$ cat src/hdl/base45_decoder_assert.svh
// ----------------------------------------------------------------------------
// base45 decoder assertion macros
// shared concurrent assertion forms for the base45 decoder modules
// ----------------------------------------------------------------------------
`ifndef BASE45_DECODER_ASSERT_SVH
`define BASE45_DECODER_ASSERT_SVH

`ifndef SYNTH

// property must hold at every clock edge outside reset
`define B45_ASSERT(label, clk, rst_n, prop) \
    label: assert property (@(posedge clk) disable iff (!rst_n) (prop)) \
        else $error("base45 decoder assertion failed");

// expression must never be true outside reset
`define B45_NEVER(label, clk, rst_n, expr) \
    `B45_ASSERT(label, clk, rst_n, !(expr))

`else

`define B45_ASSERT(label, clk, rst_n, prop)
`define B45_NEVER(label, clk, rst_n, expr)

`endif

`endif

$ cat src/hdl/b45_pkg.sv
// ----------------------------------------------------------------------------
// b45_pkg
// types, codes and the character table shared by the base45 decoder
// ----------------------------------------------------------------------------
package b45_pkg;

    localparam int B45_RQ_DEPTH = 4;

    localparam int B45_CHAR_W = 8;
    localparam int B45_DIGIT_W = 6;
    localparam int B45_BYTE_W = 8;
    localparam int B45_PAIR_W = 11;
    localparam int B45_GROUP_W = 17;
    localparam int B45_CFG_IDX_W = 1;
    localparam int B45_CFG_DATA_W = 1;

    typedef enum logic [1:0] {
        ST_OK       = 2'd0,
        ST_BAD_CHAR = 2'd1,
        ST_DANGLING = 2'd2,
        ST_OVERFLOW = 2'd3
    } t_status;

    typedef enum logic [B45_CFG_IDX_W-1:0] {
        CFG_ACCEPT_LOWERCASE = 1'd0,
        CFG_CHECK_OVERFLOW   = 1'd1
    } t_cfg_index;

    typedef struct packed {
        logic                  ok;
        logic [B45_DIGIT_W-1:0] value;
    } t_digit;

    typedef struct packed {
        logic [B45_BYTE_W-1:0] data_byte;
        logic                  end_of_message;
        t_status               status;
    } t_result;

    // up to two results from one character, first goes out first
    typedef struct packed {
        logic [1:0] count;
        t_result    first;
        t_result    second;
    } t_push;

    function automatic t_digit digit_of(input logic [B45_CHAR_W-1:0] ch,
                                        input logic lower_ok);
        t_digit d;
        d.ok    = 1'b1;
        d.value = '0;
        if (ch >= 8'h30 && ch <= 8'h39) begin
            d.value = B45_DIGIT_W'(ch - 8'h30);
        end else if (ch >= 8'h41 && ch <= 8'h5A) begin
            d.value = B45_DIGIT_W'(ch - 8'h41 + 8'd10);
        end else if (ch >= 8'h61 && ch <= 8'h7A) begin
            d.value = B45_DIGIT_W'(ch - 8'h61 + 8'd10);
            d.ok    = lower_ok;
        end else begin
            unique case (ch)
                8'h20:   d.value = 6'd36;
                8'h24:   d.value = 6'd37;
                8'h25:   d.value = 6'd38;
                8'h2A:   d.value = 6'd39;
                8'h2B:   d.value = 6'd40;
                8'h2D:   d.value = 6'd41;
                8'h2E:   d.value = 6'd42;
                8'h2F:   d.value = 6'd43;
                8'h3A:   d.value = 6'd44;
                default: d.ok    = 1'b0;
            endcase
        end
        return d;
    endfunction

endpackage

$ cat src/hdl/b45_group.sv
// ----------------------------------------------------------------------------
// b45_group
// digit buffering, group arithmetic and error handling for one character
// ----------------------------------------------------------------------------
`include "base45_decoder_assert.svh"

module b45_group (
    input  logic                            i_clk,
    input  logic                            i_rst_n,
    input  logic                            i_valid,
    input  logic [b45_pkg::B45_CHAR_W-1:0]  i_char,
    input  logic                            i_last,
    input  logic                            i_accept_lowercase,
    input  logic                            i_check_overflow,
    output b45_pkg::t_push                  o_push
);
    import b45_pkg::*;

    logic [B45_DIGIT_W-1:0] r_first, n_first;
    logic [B45_DIGIT_W-1:0] r_second, n_second;
    logic [1:0]             r_count, n_count;
    logic                   r_discard, n_discard;

    t_digit                 w_digit;
    logic [B45_PAIR_W-1:0]  w_pair;
    logic [B45_GROUP_W-1:0] w_group;

    assign w_digit = digit_of(i_char, i_accept_lowercase);

    // final pair uses the incoming digit as its second digit
    assign w_pair  = {5'd0, r_first} + {5'd0, w_digit.value} * 11'd45;
    assign w_group = {11'd0, r_first}
                   + {11'd0, r_second} * 17'd45
                   + {11'd0, w_digit.value} * 17'd2025;

    always_comb begin
        n_first   = r_first;
        n_second  = r_second;
        n_count   = r_count;
        n_discard = r_discard;
        o_push    = '0;
        if (i_valid) begin
            if (r_discard) begin
                if (i_last) begin
                    n_discard = 1'b0;
                    n_count   = 2'd0;
                end
            end else if (!w_digit.ok) begin
                o_push.count = 2'd1;
                o_push.first = '{data_byte: '0, end_of_message: 1'b1,
                                 status: ST_BAD_CHAR};
                n_count   = 2'd0;
                n_discard = !i_last;
            end else if (r_count == 2'd0) begin
                n_first = w_digit.value;
                if (i_last) begin
                    o_push.count = 2'd1;
                    o_push.first = '{data_byte: '0, end_of_message: 1'b1,
                                     status: ST_DANGLING};
                end else begin
                    n_count = 2'd1;
                end
            end else if (r_count == 2'd1) begin
                n_second = w_digit.value;
                if (!i_last) begin
                    n_count = 2'd2;
                end else begin
                    n_count      = 2'd0;
                    o_push.count = 2'd1;
                    if (i_check_overflow && w_pair > 11'd255) begin
                        o_push.first = '{data_byte: '0, end_of_message: 1'b1,
                                         status: ST_OVERFLOW};
                    end else begin
                        o_push.first = '{data_byte: w_pair[7:0], end_of_message: 1'b1,
                                         status: ST_OK};
                    end
                end
            end else begin
                n_count = 2'd0;
                if (i_check_overflow && w_group > 17'd65535) begin
                    o_push.count = 2'd1;
                    o_push.first = '{data_byte: '0, end_of_message: 1'b1,
                                     status: ST_OVERFLOW};
                    n_discard    = !i_last;
                end else begin
                    o_push.count  = 2'd2;
                    o_push.first  = '{data_byte: w_group[15:8], end_of_message: 1'b0,
                                      status: ST_OK};
                    o_push.second = '{data_byte: w_group[7:0], end_of_message: i_last,
                                      status: ST_OK};
                end
            end
        end
    end

    always_ff @(posedge i_clk) begin
        if (!i_rst_n) begin
            r_first   <= '0;
            r_second  <= '0;
            r_count   <= '0;
            r_discard <= 1'b0;
        end else begin
            r_first   <= n_first;
            r_second  <= n_second;
            r_count   <= n_count;
            r_discard <= n_discard;
        end
    end

    `B45_NEVER(a_count_range, i_clk, i_rst_n, r_count == 2'd3)
    `B45_NEVER(a_discard_empty, i_clk, i_rst_n, r_discard && r_count != 2'd0)
    `B45_ASSERT(a_last_empties, i_clk, i_rst_n, (i_valid && i_last) |=> (r_count == 2'd0 && !r_discard))

endmodule

$ cat src/hdl/b45_rq.sv
// ----------------------------------------------------------------------------
// b45_rq
// result queue taking up to two results a cycle and giving one
// ----------------------------------------------------------------------------
`include "base45_decoder_assert.svh"

module b45_rq #(
    parameter int DEPTH = b45_pkg::B45_RQ_DEPTH
) (
    input  logic             i_clk,
    input  logic             i_rst_n,
    input  b45_pkg::t_push   i_push,
    input  logic             i_pop,
    output logic             o_valid,
    output b45_pkg::t_result o_head,
    output logic             o_room2
);
    import b45_pkg::*;

    localparam int PW = (DEPTH > 1) ? $clog2(DEPTH) : 1;
    localparam int CW = $clog2(DEPTH + 1);

    t_result        r_mem [DEPTH];
    logic [PW-1:0]  r_wr, r_rd;
    logic [CW-1:0]  r_count;
    logic [PW-1:0]  w_wr1;
    logic           w_pop;

    function automatic logic [PW-1:0] ptr_inc(input logic [PW-1:0] p);
        return (p == PW'(DEPTH - 1)) ? '0 : p + 1'b1;
    endfunction

    assign w_wr1   = ptr_inc(r_wr);
    assign o_valid = (r_count != '0);
    assign w_pop   = i_pop && o_valid;
    assign o_head  = r_mem[r_rd];
    // space for a full group after this cycle's pop
    assign o_room2 = (r_count - CW'(w_pop)) <= CW'(DEPTH - 2);

    always_ff @(posedge i_clk) begin
        if (i_push.count != 2'd0) begin
            r_mem[r_wr] <= i_push.first;
        end
        if (i_push.count == 2'd2) begin
            r_mem[w_wr1] <= i_push.second;
        end
    end

    always_ff @(posedge i_clk) begin
        if (!i_rst_n) begin
            r_wr    <= '0;
            r_rd    <= '0;
            r_count <= '0;
        end else begin
            if (i_push.count == 2'd1) begin
                r_wr <= w_wr1;
            end else if (i_push.count == 2'd2) begin
                r_wr <= ptr_inc(w_wr1);
            end
            if (w_pop) begin
                r_rd <= ptr_inc(r_rd);
            end
            r_count <= r_count + CW'(i_push.count) - CW'(w_pop);
        end
    end

    `B45_NEVER(a_no_overfill, i_clk, i_rst_n, r_count > CW'(DEPTH))
    `B45_ASSERT(a_head_holds, i_clk, i_rst_n, (o_valid && !i_pop) |=> $stable(o_head))

endmodule

$ cat src/hdl/base45_decoder.sv
// ----------------------------------------------------------------------------
// base45_decoder
// base45 text to byte stream decoder, one character per cycle
// ----------------------------------------------------------------------------
// takes one character per cycle with no gaps; a character is registered, then
// decoded by a table lookup and a constant multiply-add and written to the
// result queue, from which its bytes leave. every third character of a group
// adds two bytes unless it ends the message in an error, the others none or
// one; the input stalls only while the result queue (FIFO_DEPTH entries) has
// less than two free places, which happens only when the output side holds off.
`include "base45_decoder_assert.svh"

module base45_decoder #(
    parameter int FIFO_DEPTH = b45_pkg::B45_RQ_DEPTH
) (
    input  logic                               i_clk,
    input  logic                               i_rst_n,
    input  logic                               i_cfg_we,
    input  logic [b45_pkg::B45_CFG_IDX_W-1:0]  i_cfg_index,
    input  logic [b45_pkg::B45_CFG_DATA_W-1:0] i_cfg_wdata,
    input  logic                               s_axis_tvalid,
    output logic                               s_axis_tready,
    input  logic [7:0]                         s_axis_tdata,   // [7:0] char_code
    input  logic                               s_axis_tlast,   // last_char
    output logic                               m_axis_tvalid,
    input  logic                               m_axis_tready,
    output logic [7:0]                         m_axis_tdata,   // [7:0] data_byte
    output logic                               m_axis_tlast,   // end_of_message
    output logic [1:0]                         m_axis_tuser    // [1:0] status
);
    import b45_pkg::*;

    logic                  r_accept_lowercase;
    logic                  r_check_overflow;
    logic                  r_in_valid;
    logic [B45_CHAR_W-1:0] r_in_char;
    logic                  r_in_last;

    logic    w_room2;
    logic    w_advance;
    t_push   w_push;
    t_result w_head;

    always_ff @(posedge i_clk) begin
        if (!i_rst_n) begin
            r_accept_lowercase <= 1'b1;
            r_check_overflow   <= 1'b1;
        end else if (i_cfg_we) begin
            unique case (t_cfg_index'(i_cfg_index))
                CFG_ACCEPT_LOWERCASE: r_accept_lowercase <= i_cfg_wdata[0];
                CFG_CHECK_OVERFLOW:   r_check_overflow   <= i_cfg_wdata[0];
                default: ;
            endcase
        end
    end

    assign w_advance     = r_in_valid && w_room2;
    assign s_axis_tready = !r_in_valid || w_room2;

    always_ff @(posedge i_clk) begin
        if (!i_rst_n) begin
            r_in_valid <= 1'b0;
        end else if (s_axis_tready) begin
            r_in_valid <= s_axis_tvalid;
        end
    end

    always_ff @(posedge i_clk) begin
        if (s_axis_tvalid && s_axis_tready) begin
            r_in_char <= s_axis_tdata;
            r_in_last <= s_axis_tlast;
        end
    end

    b45_group u_group (
        .i_clk              (i_clk),
        .i_rst_n            (i_rst_n),
        .i_valid            (w_advance),
        .i_char             (r_in_char),
        .i_last             (r_in_last),
        .i_accept_lowercase (r_accept_lowercase),
        .i_check_overflow   (r_check_overflow),
        .o_push             (w_push)
    );

    b45_rq #(
        .DEPTH (FIFO_DEPTH)
    ) u_rq (
        .i_clk   (i_clk),
        .i_rst_n (i_rst_n),
        .i_push  (w_push),
        .i_pop   (m_axis_tready),
        .o_valid (m_axis_tvalid),
        .o_head  (w_head),
        .o_room2 (w_room2)
    );

    assign m_axis_tdata = w_head.data_byte;
    assign m_axis_tlast = w_head.end_of_message;
    assign m_axis_tuser = w_head.status;

    `B45_NEVER(a_push_needs_item, i_clk, i_rst_n, w_push.count != 2'd0 && !w_advance)
    `B45_ASSERT(a_held_request, i_clk, i_rst_n, (r_in_valid && !w_room2) |=> (r_in_valid && $stable(r_in_char)))

endmodule

$ cat config.mk
export PLATFORM = sky130hd
export DESIGN_NAME = base45_decoder
export DESIGN_NICKNAME = d
export VERILOG_FILES = /design/src/hdl/b45_pkg.sv /design/src/hdl/b45_group.sv /design/src/hdl/b45_rq.sv /design/src/hdl/base45_decoder.sv
export VERILOG_INCLUDE_DIRS = /design/src /design/src/hdl
export SDC_FILE = /design/constraint.sdc
export NUM_CORES = 1
export LEC_CHECK = 0
export ABC_AREA = 1
export BUFFER_PORTS_ARGS = -buffer_cell sky130_fd_sc_hd__buf_2
export CORE_MARGIN = 5
export CORE_UTILIZATION = 36
export CTS_CLUSTER_DIAMETER = 40
export DETAILED_ROUTE_END_ITERATION = 12
export GPL_ROUTABILITY_DRIVEN = 0
export GPL_TIMING_DRIVEN = 0
export HOLD_SLACK_MARGIN = 0.15
export PLACE_DENSITY = 0.58
export SLEW_MARGIN = 20
export SYNTH_ARGS = -nofsm -noshare
export SYNTH_HDL_FRONTEND = slang
export SYNTH_SLANG_ARGS = --single-unit
$ cat constraint.sdc
create_clock -name i_clk -period 8.2 [get_ports i_clk]
set_clock_uncertainty 0.05 [all_clocks]
set_input_delay 1.64 -clock i_clk [delete_from_list [all_inputs] [get_ports i_clk]]
set_output_delay 1.64 -clock i_clk [all_outputs]
set_load 0.01 [all_outputs]
==> results.md, run 1 <==
* Fraction of final layout cells sized beyond drive strength 1 at a little under an eighth
* Xor/xnor cell area share of the yosys netlist at between 2 and 3%
* Fraction of the mapped netlist area in adder cells at 29.6%
* Mux cell area share after synthesis at 0%
* Hpwl dp at roughly 15,000 µm
* Asr flop ratio synth at 0%
* Die ar. at 0.0261 mm²
* Final WL at 18,400 µm
* Die W at ~160 µm
* Drt pass-1 iters at 7
* Vias in the first global route at 6,435
* Worst-Skew Late Latency at roughly 350 ps
* Initial DRC count at 434
* Setup violators final at 0
* Vias at 6,563
* Worst path top cell family by delay: adder cells
* GRT Max-Usage Layer: met2
* Initial Utilization at 36.6%
* Port bufs at 28
* Crit Path Max Fanout at 10
* Root buf cell: clkbuf_16
* Gate count of the mapped netlist at 1,047
* Fin nets at 1,279
* GR met2 Demand/Resource at 25.4%
* Period minus WS final at 7640 ps
* Post-synth top flop: edfxtp_1
* Post-synth EDFFs at 45
* Clk buf depth at 2
* Worst setup EP type: register
* Buf/Inv on CP at 11
* Row count at 55
* Synthesized-area fraction occupied by and/or/nand/nor cells at 22.3%
* Synthesis-to-layout area growth at 11.0%
* First-pass GRT wire length at 31,300 µm
* Worst EP required at 8370 ps
* Yosys warnings at 0
* Slew Limit Headroom at about two fifths
* Sequential area share after synthesis at between 20% and 30%
* Largest net degree at the start of global routing at 17
* Met3 Usage GRT at roughly 2.1%
* Hold WC Path Type: reg -> reg
* Clock-pin slew on the worst setup and hold paths at roughly 70 ps
* CTS H-tree lvls at 3
* Met1 Resource Use GR at 19.2%
* CP arrival at a little under 8000 ps
* Core area at roughly 0.023 mm²
* Total Routing Usage GR at between 10% and 20%
* Unrepaired setup endpoints after global routing: yes
* Util after Layout at 40.6%
* DRC Markers at 0
* Slowest CP cell: fa_1
* Syn Nets at about 1,200
* ANT cells at 0
* Distinct cells, synth at 50
* Post-synthesis compound-gate area fraction at 10.8%
* Die H at 162 µm
* RR Startpoint: r_in_char[1]
* Hold_ws at 428 ps
* CP Launch Type: register
* Crit path from: r_in_char[1]
* Syn_area_per_cell at 7.91 µm²
* Grt ovf at 0
* Final hold violations at 0
* Final setup TNS at 0 ps
* Initial antenna violation count at 0
* DR WL/cell at 13.3 µm
* CTS tree: built
* Pins over their slew limit at 0
* CTS Buf Count at 9
* Worst Tran Pin Value at between 900 and 1000 ps
* Vias per std cell at 4.75
* Sink Count at 80
* Antenna viol nets, final at 0
* Status: finished clean
* Crit-path max cell delay at 600 ps
* Count of state elements after synthesis at 80
* Main combinational cell family by area after synthesis: adder cells
* Io pins at 29
* Fin crit share at 93.2%
* Hold_sp: u_rq.r_mem[2][1]
* Mapped Area at 0.00828 mm²
* Crit Path Class: reg -> reg
* Max cap viols at 0
* Highest Clock Rate at 131 MHz
* Cell mode on critical path: nand2_1
==> worst min-delay path, delay by kind of cell (launching register included) <==
| family | cells | cell delay [ps] |
|---|---|---|
| flip-flops | 1 | 310 |
| AND/OR/NAND/NOR | 2 | 130 |
==> what timing repair did <==
action / 4_1_cts / 5_1_grt
hold buffers: 0 / 0
endpoints found under the setup margin: 0 / 45
setup buffers: 0 / 5
resized for setup: 0 / 13
hold endpoints to repair: 0 / 0
==> through the flow <==
| step | setup slack [ps] | instance area (µm²) | cells |
|---|---|---|---|
| final | 558 | 9190 | 1382 |
| after global routing | -43.4 | 9190 | 1382 |
| after CTS | 253 | 9120 | 1377 |
| after detailed placement | 301 | 8780 | 1361 |
| after global placement | 220 | 8780 | 1360 |
| after floorplan | 1500 | 8280 | 1047 |
==> state kept, by name (all words and copies together), names as in the netlist, 2 cells and up, named ones only <==
signal / flops
u_rq.r_rd: 2
u_rq.r_wr: 2
u_rq.r_mem: 44
u_group.r_count: 2
u_group.r_first: 6
u_group.r_second: 6
u_rq.r_count: 3
r_in_char: 8
==> synthesized netlist by cell type, types with 2 or more instances <==
cell type,n,area (µm²)
o22ai_1,12,75.1
nor2_2,6,37.5
buf_2,7,35.0
nor3_1,7,35.0
o21bai_1,4,30.0
nand2_4,2,22.5
o21ai_0,67,335
o211ai_1,2,15.0
fa_1,41,821
xnor2_1,8,70.1
a21oi_1,54,270
or2_2,7,43.8
o31ai_1,3,22.5
or2_1,2,12.5
nand3_2,6,60.1
inv_2,8,30.0
o21a_1,4,30.0
o21ai_1,2,10.0
a21o_1,3,22.5
dfxtp_1,35,701
a211oi_1,2,15.0
edfxtp_1,45,1350
nand2_2,19,119
inv_1,177,664
ha_1,130,1630
clkbuf_1,8,30.0
o21ai_2,2,17.5
nor3_2,5,50.1
nor2_1,73,274
nand2_1,185,694
nand3_1,75,375
nand4_1,5,31.3
and2_1,2,12.5
xor2_1,20,175
clkinv_1,4,15.0
==> area by class of cell <==
cell class	instances	area, µm²
multi-input cells	760	5450
inverters	191	736
flip-flops and latches	80	2050
clock inverters	7	110
plain buffers	16	77.6
clock buffers	9	225
repair buffers	34	185
fillers	2305	13400
well taps	285	357
==> cells by family after synthesis <==
logic type	Yosys count
AND/OR/NAND/NOR	400
XOR/XNOR	28
flip-flops	80
adder cells (fa/ha/maj)	171
AO/OA/AOI/OAI	161
buffers and inverters	207
==> layout by cell type (no fill, tap or decap), types with 8 or more instances in the layout <==
| cell type | synthesis | final |
|---|---|---|
| nand2_1 | 185 | 182 |
| inv_1 | 177 | 176 |
| ha_1 | 130 | 130 |
| nand3_1 | 75 | 75 |
| nor2_1 | 73 | 73 |
| o21ai_0 | 67 | 65 |
| a21oi_1 | 54 | 53 |
| edfxtp_1 | 45 | 45 |
| fa_1 | 41 | 40 |
| dfxtp_1 | 35 | 35 |
| buf_2 | 7 | 33 |
| nand2_2 | 19 | 22 |
| xor2_1 | 20 | 20 |
| o22ai_1 | 12 | 12 |
| inv_2 | 8 | 9 |
| clkbuf_16 | 0 | 9 |
| xnor2_1 | 8 | 8 |
| clkbuf_1 | 8 | 8 |
==> path summary, 6_finish.rpt <==
check | cells after the start | slack [ps] | end
setup / recovery | 39 | 560 | u_rq.r_mem[3][9]
hold / removal | 2 | 430 | u_rq.r_mem[2][1]
setup reg to reg | 39 | 560 | u_rq.r_mem[3][9]
hold reg to reg | 2 | 430 | u_rq.r_mem[2][1]
==> metal layers <==
layer	share of wire (%)	vias up
met2	48	69
met4	1.2	0
met3	2.3	15
li1	-	3509
met5	0	-
met1	49	2970
Power of run 1 is left out: the tool's default activity adds up to more than one toggle a clock period on the data nets, which glitch-free logic cannot reach.
==> run 2, diff against run 1 <==
clock period = 8.5 ns   (was 8.2 ns; I/O delays follow)
==> results.md, run 2 (synthesis gave the netlist of run 1 again) <==
* Status: finished clean
* Worst path top cell family by delay: adder cells
* Met3 Usage GRT at 2.08% (unchanged)
* DRC Markers at 0 (unchanged)
* Clk buf depth at 2 (unchanged)
* Worst setup EP type: register
* Hold WC Path Type: reg -> reg
* Initial Utilization at 36.6% (unchanged)
* Io pins at 29 (unchanged)
* Synthesis-to-layout area growth at 10.5%
* Worst EP required at 8670 ps (+300 ps)
* Biggest register: u_rq.r_mem
* Hold_ws at 427 ps (-0.655 ps)
* CTS H-tree lvls at 3 (unchanged)
* Worst-Skew Late Latency at 350 ps (about the same)
* Clock-pin slew on the worst setup and hold paths at 70 ps (about the same)
* Cell mode on critical path: nand2_1
* GR met2 Demand/Resource at 25.4% (unchanged)
* Die H at 162 µm (unchanged)
* Period minus WS final at 7780 ps (+135 ps)
* Unrepaired setup endpoints after global routing: no
* Crit-path max cell delay at 610 ps (about the same)
* Root buf cell: clkbuf_16
* Initial antenna violation count at 0 (unchanged)
* CTS Buf Count at 9 (unchanged)
* Sink Count at 80 (unchanged)
* Fraction of final layout cells sized beyond drive strength 1 at 11.2% (-0.71 points)
* Crit Path Max Fanout at 10 (unchanged)
* Vias in the first global route at 6,435 (unchanged)
* Most frequent cells in the layout: 185 x nand2_1, 176 x inv_1, 130 x ha_1
* Pins over their slew limit at 0 (unchanged)
* Vias per std cell at 4.74 (-0.25%)
* Largest registers: u_rq.r_mem: 44 flops, r_in_char: 8 flops
* Final hold violations at 0 (unchanged)
* Fin crit share at 91.5% (-1.7 points)
* DR WL/cell at 13.3 µm (-0.15%)
* Slowest CP cell: fa_1
* Crit Path Class: reg -> reg
* Largest net degree at the start of global routing at 17 (unchanged)
* Drt pass-1 iters at 5 (-2)
* Met1 Resource Use GR at 19.2% (unchanged)
* Die ar. at 0.0261 mm² (unchanged)
* Most common cell after layout, fill and taps aside: nand2_1
* Buf/Inv on CP at 11 (unchanged)
* Fin nets at 1,277 (-0.16%)
* Row count at 55 (unchanged)
* Final setup TNS at 0 ps (unchanged)
* ANT cells at 0 (unchanged)
* Number of flip-flops under the largest register name at 44 (unchanged)
* Vias at 6,537 (-0.40%)
* Worst Tran Pin Value at 905 ps (+0.358 ps)
* Final WL at 18,300 µm (-0.29%)
* CTS tree: built
* CP Launch Type: register
* Die W at 162 µm (unchanged)
* Total Routing Usage GR at 14.6% (unchanged)
* Port bufs at 28 (unchanged)
* Slew Limit Headroom at 39.7% (about the same)
* Core area at 0.0226 mm² (unchanged)
* Hpwl dp at 15,500 µm (unchanged)
* Max cap viols at 0 (unchanged)
* Grt ovf at 0 (unchanged)
* Hold_buf cts at 0 (unchanged)
* CP arrival at 7950 ps (+140 ps)
* Setup violators final at 0 (unchanged)
* First-pass GRT wire length at 31,300 µm (unchanged)
* GRT Max-Usage Layer: met2
* Highest Clock Rate at 129 MHz (-1.7%)
* Initial DRC count at 464 (+6.9%)
* Antenna viol nets, final at 0 (unchanged)
## run 2: changes by cell type in the layout (fill, tap and decap cells not counted), sizes merged
cell / previous run / this run
clkbuf: 19 / 17
clkinv: 2 / 3
clkinvlp: 5 / 4
## run 2: cell type report
type	count	area, µm²
Tap cell	285	357
Fill cell	2311	13500
Timing Repair Buffer	32	170
Clock inverter	7	110
Buffer	16	72.6
Multi-Input combinational cell	760	5440
Inverter	191	732
Clock buffer	9	225
Sequential cell	80	2050
## run 2: path summary, 6_finish.rpt
| kind | from | slack [ps] | cells after the start | to |
|---|---|---|---|---|
| setup / recovery | r_in_char[1] | 720 | 39 | u_rq.r_mem[1][8] |
| hold / removal | u_rq.r_mem[2][1] | 430 | 2 | u_rq.r_mem[2][1] |
| setup reg to reg | r_in_char[1] | 720 | 39 | u_rq.r_mem[1][8] |
| hold reg to reg | u_rq.r_mem[2][1] | 430 | 2 | u_rq.r_mem[2][1] |
## run 2: per-stage QoR
stage               worst slack, ps  std cells  utilization [%]  area, µm²
finish                          723       1380             40.4       9150
global placement                520       1360             38.8       8780
floorplan                      1800       1047                -       8280
CTS                             553       1377             40.3       9120
detailed placement              601       1361             38.8       8780
global route                   36.0       1380             40.4       9150
## run 2: tightest hold or removal path: cells and delay by family, from the launching register on
family	cells	cell delay [ps]
AND/OR/NAND/NOR	2	120
flip-flops	1	310
## run 2: per-layer routing
metal  up-vias  routed length [µm]
met5         -                   0
met4         0                 217
met3        15                 437
met2        79                8810
met1      2938                8880
li1       3505                   -
## run 2: timing repair
| action | in CTS | in global routing |
|---|---|---|
| resized for setup | 0 | 4 |
| setup buffers | 0 | 3 |
| endpoints found under the setup margin | 0 | 32 |
Power of run 2 is left out for the same reason.
==> run 3, diff against run 2 <==
RECOVER_POWER = 25   (was unset)
==> results.md, run 3 (synthesis gave the netlist of run 1 again) <==
* Final setup TNS at 0 ps (unchanged)
* Period minus WS final at 7770 ps (-3.10 ps)
* Top Layer Used: met4
* Crit Path Max Fanout at 10 (unchanged)
* Fin crit share at 91.5% (about the same)
* RR Startpoint: r_in_char[1]
* Worst path top cell family by delay: adder cells
* Status: finished clean
* Final hold violations at 0 (unchanged)
* R2R depth at 39 (unchanged)
* Wl on met1 at 8860 µm (-0.27%)
* Metal2 WL at 8840 µm (+0.30%)
* Fin nets at 1,277 (unchanged)
* Slew Limit Headroom at 39.5% (-0.18 points)
* Worst Tran Pin Value at 907 ps (+2.63 ps)
* Most frequent cells in the layout: 185 x nand2_1, 176 x inv_1, 130 x ha_1
* Crit Path Class: reg -> reg
* Pins over their slew limit at 0 (unchanged)
* Fill cells at 2,312 (+0.043%)
* Vias in the first global route at 6,435 (unchanged)
* Root buf cell: clkbuf_16
* ANT cells at 0 (unchanged)
* WHS Endpoint: u_rq.r_mem[2][1]
* Hpwl dp at 15,500 µm (unchanged)
* Highest Clock Rate at 129 MHz (about the same)
* Worst setup EP type: register
* First-pass GRT wire length at 31,300 µm (unchanged)
* Initial Utilization at 36.6% (unchanged)
* Slowest CP cell: fa_1
* Largest net degree at the start of global routing at 17 (unchanged)
* DR WL/cell at 13.3 µm (+0.17%)
* Clock-pin slew on the worst setup and hold paths at 70 ps (about the same)
* Most common cell after layout, fill and taps aside: nand2_1
* Fraction of final layout cells sized beyond drive strength 1 at 9.95% (-1.3 points)
* Biggest register: u_rq.r_mem
* Synthesis-to-layout area growth at 10.3%
* Cell mode on critical path: nand2_1
* Hold WC Path Type: reg -> reg
* Drt pass-1 iters at 7 (+2)
* Vias at 6,542 (+0.076%)
* Post-place instance area at 0.00878 mm² (unchanged)
* Largest registers: u_rq.r_mem: 44 flops, r_in_char: 8 flops
* Die H at 162 µm (unchanged)
* Hold Path Depth at 2 (unchanged)
* Worst EP required at 8680 ps (about the same)
* CTS H-tree lvls at 3 (unchanged)
* Max cap viols at 0 (unchanged)
* FF-to-FF End: u_rq.r_mem[1][7]
* Number of flip-flops under the largest register name at 44 (unchanged)
* Initial DRC count at 452 (-2.6%)
* Setup violators final at 0 (unchanged)
* Die W at 162 µm (unchanged)
* CTS Buf Count at 9 (unchanged)
* CP Launch Type: register
* Total Routing Usage GR at 14.6% (unchanged)
* Antenna viol nets, final at 0 (unchanged)
* Port bufs at 28 (unchanged)
* Worst-Skew Late Latency at 350 ps (about the same)
* Hold_buf cts at 0 (unchanged)
* Initial antenna violation count at 0 (unchanged)
* Hold_sp: u_rq.r_mem[2][1]
* Io pins at 29 (unchanged)
* Post-Place Worst Slack at 601 ps (unchanged)
* Crit-path max cell delay at 610 ps (about the same)
* Buf/Inv on CP at 11 (unchanged)
* Die ar. at 0.0261 mm² (unchanged)
* CP arrival at 7950 ps (about the same)
* Core area at 0.0226 mm² (unchanged)
* Final WL at 18,400 µm (+0.17%)
* Sink Count at 80 (unchanged)
* Design Area, Final at 0.00914 mm² (-0.19%)
* Clk buf depth at 2 (unchanged)
* CTS tree: built
* Vias per std cell at 4.74 (about the same)
* Unrepaired setup endpoints after global routing: no
* DRC Markers at 0 (unchanged)
* Setup WS post-layout at 726 ps (+3.11 ps)
* Row count at 55 (unchanged)
* DR WL met3 at 466 µm (+6.6%)
* Worst reg-to-reg setup slack at 730 ps (about the same)
* Grt ovf at 0 (unchanged)
==> run 3: cell count changes in the layout (fill, tap and decap cells not counted) <==
cell	previous run	this run
o21ai_1	3	2
clkbuf_1	8	22
o21ai_0	66	67
buf_2	35	21
==> run 3: area by class of cell <==
class,instances,area (µm²),area share (%)
Timing Repair Buffer,32,153,1.67
Clock inverter,7,110,1.21
Clock buffer,9,225,2.47
Buffer,16,72.6,0.794
Multi-Input combinational cell,760,5440,59.5
Tap cell,285,357,3.90
Inverter,191,732,8.01
Sequential cell,80,2050,22.5
==> run 3: what timing repair did <==
| action | CTS | global route |
|---|---|---|
| endpoints found under the setup margin | 0 | 32 |
| buffers inserted | 0 | 3 |
| gates resized for setup | 0 | 4 |
==> run 3: how the worst max path moves through the flow <==
stage                             from               end  slack [ps]  cells after the start
after floorplan           r_in_char[5]   u_rq.r_count[2]        1800                     35
after global placement    r_in_char[1]  u_rq.r_mem[3][8]         520                     36
after detailed placement  r_in_char[1]  u_rq.r_mem[1][7]         600                     39
after CTS                 r_in_char[1]  u_rq.r_mem[1][8]         550                     39
after global routing      r_in_char[1]  u_rq.r_mem[1][6]          40                     38
final                     r_in_char[1]  u_rq.r_mem[1][7]         730                     39
==> run 3: routing by layer <==
metal	vias up	GRT usage, %
met1	2935	19.2
met4	0	3.38
met5	-	0
met2	86	25.4
met3	15	2.08
li1	3506	-
==> run 3: per-stage QoR <==
| stage | hold slack (ps) | instances | utilization (%) |
|---|---|---|---|
| 2_1_floorplan | 395 | 1047 | - |
| 3_3_place_gp | 413 | 1360 | 38.8 |
| 3_5_place_dp | 416 | 1361 | 38.8 |
| 4_1_cts | 426 | 1377 | 40.3 |
| 5_1_grt | 444 | 1380 | 40.4 |
| 6_report | 425 | 1380 | 40.4 |
==> run 3: worst register-to-register path: cells and delay by family (launching register included) <==
| family | cells | cell delay, ps |
|---|---|---|
| compound gates | 3 | 490 |
| fa+ha+maj | 7 | 2970 |
| buf+inv | 11 | 1440 |
| flops | 1 | 480 |
| simple gates | 18 | 2200 |
Power of run 3 is left out for the same reason.
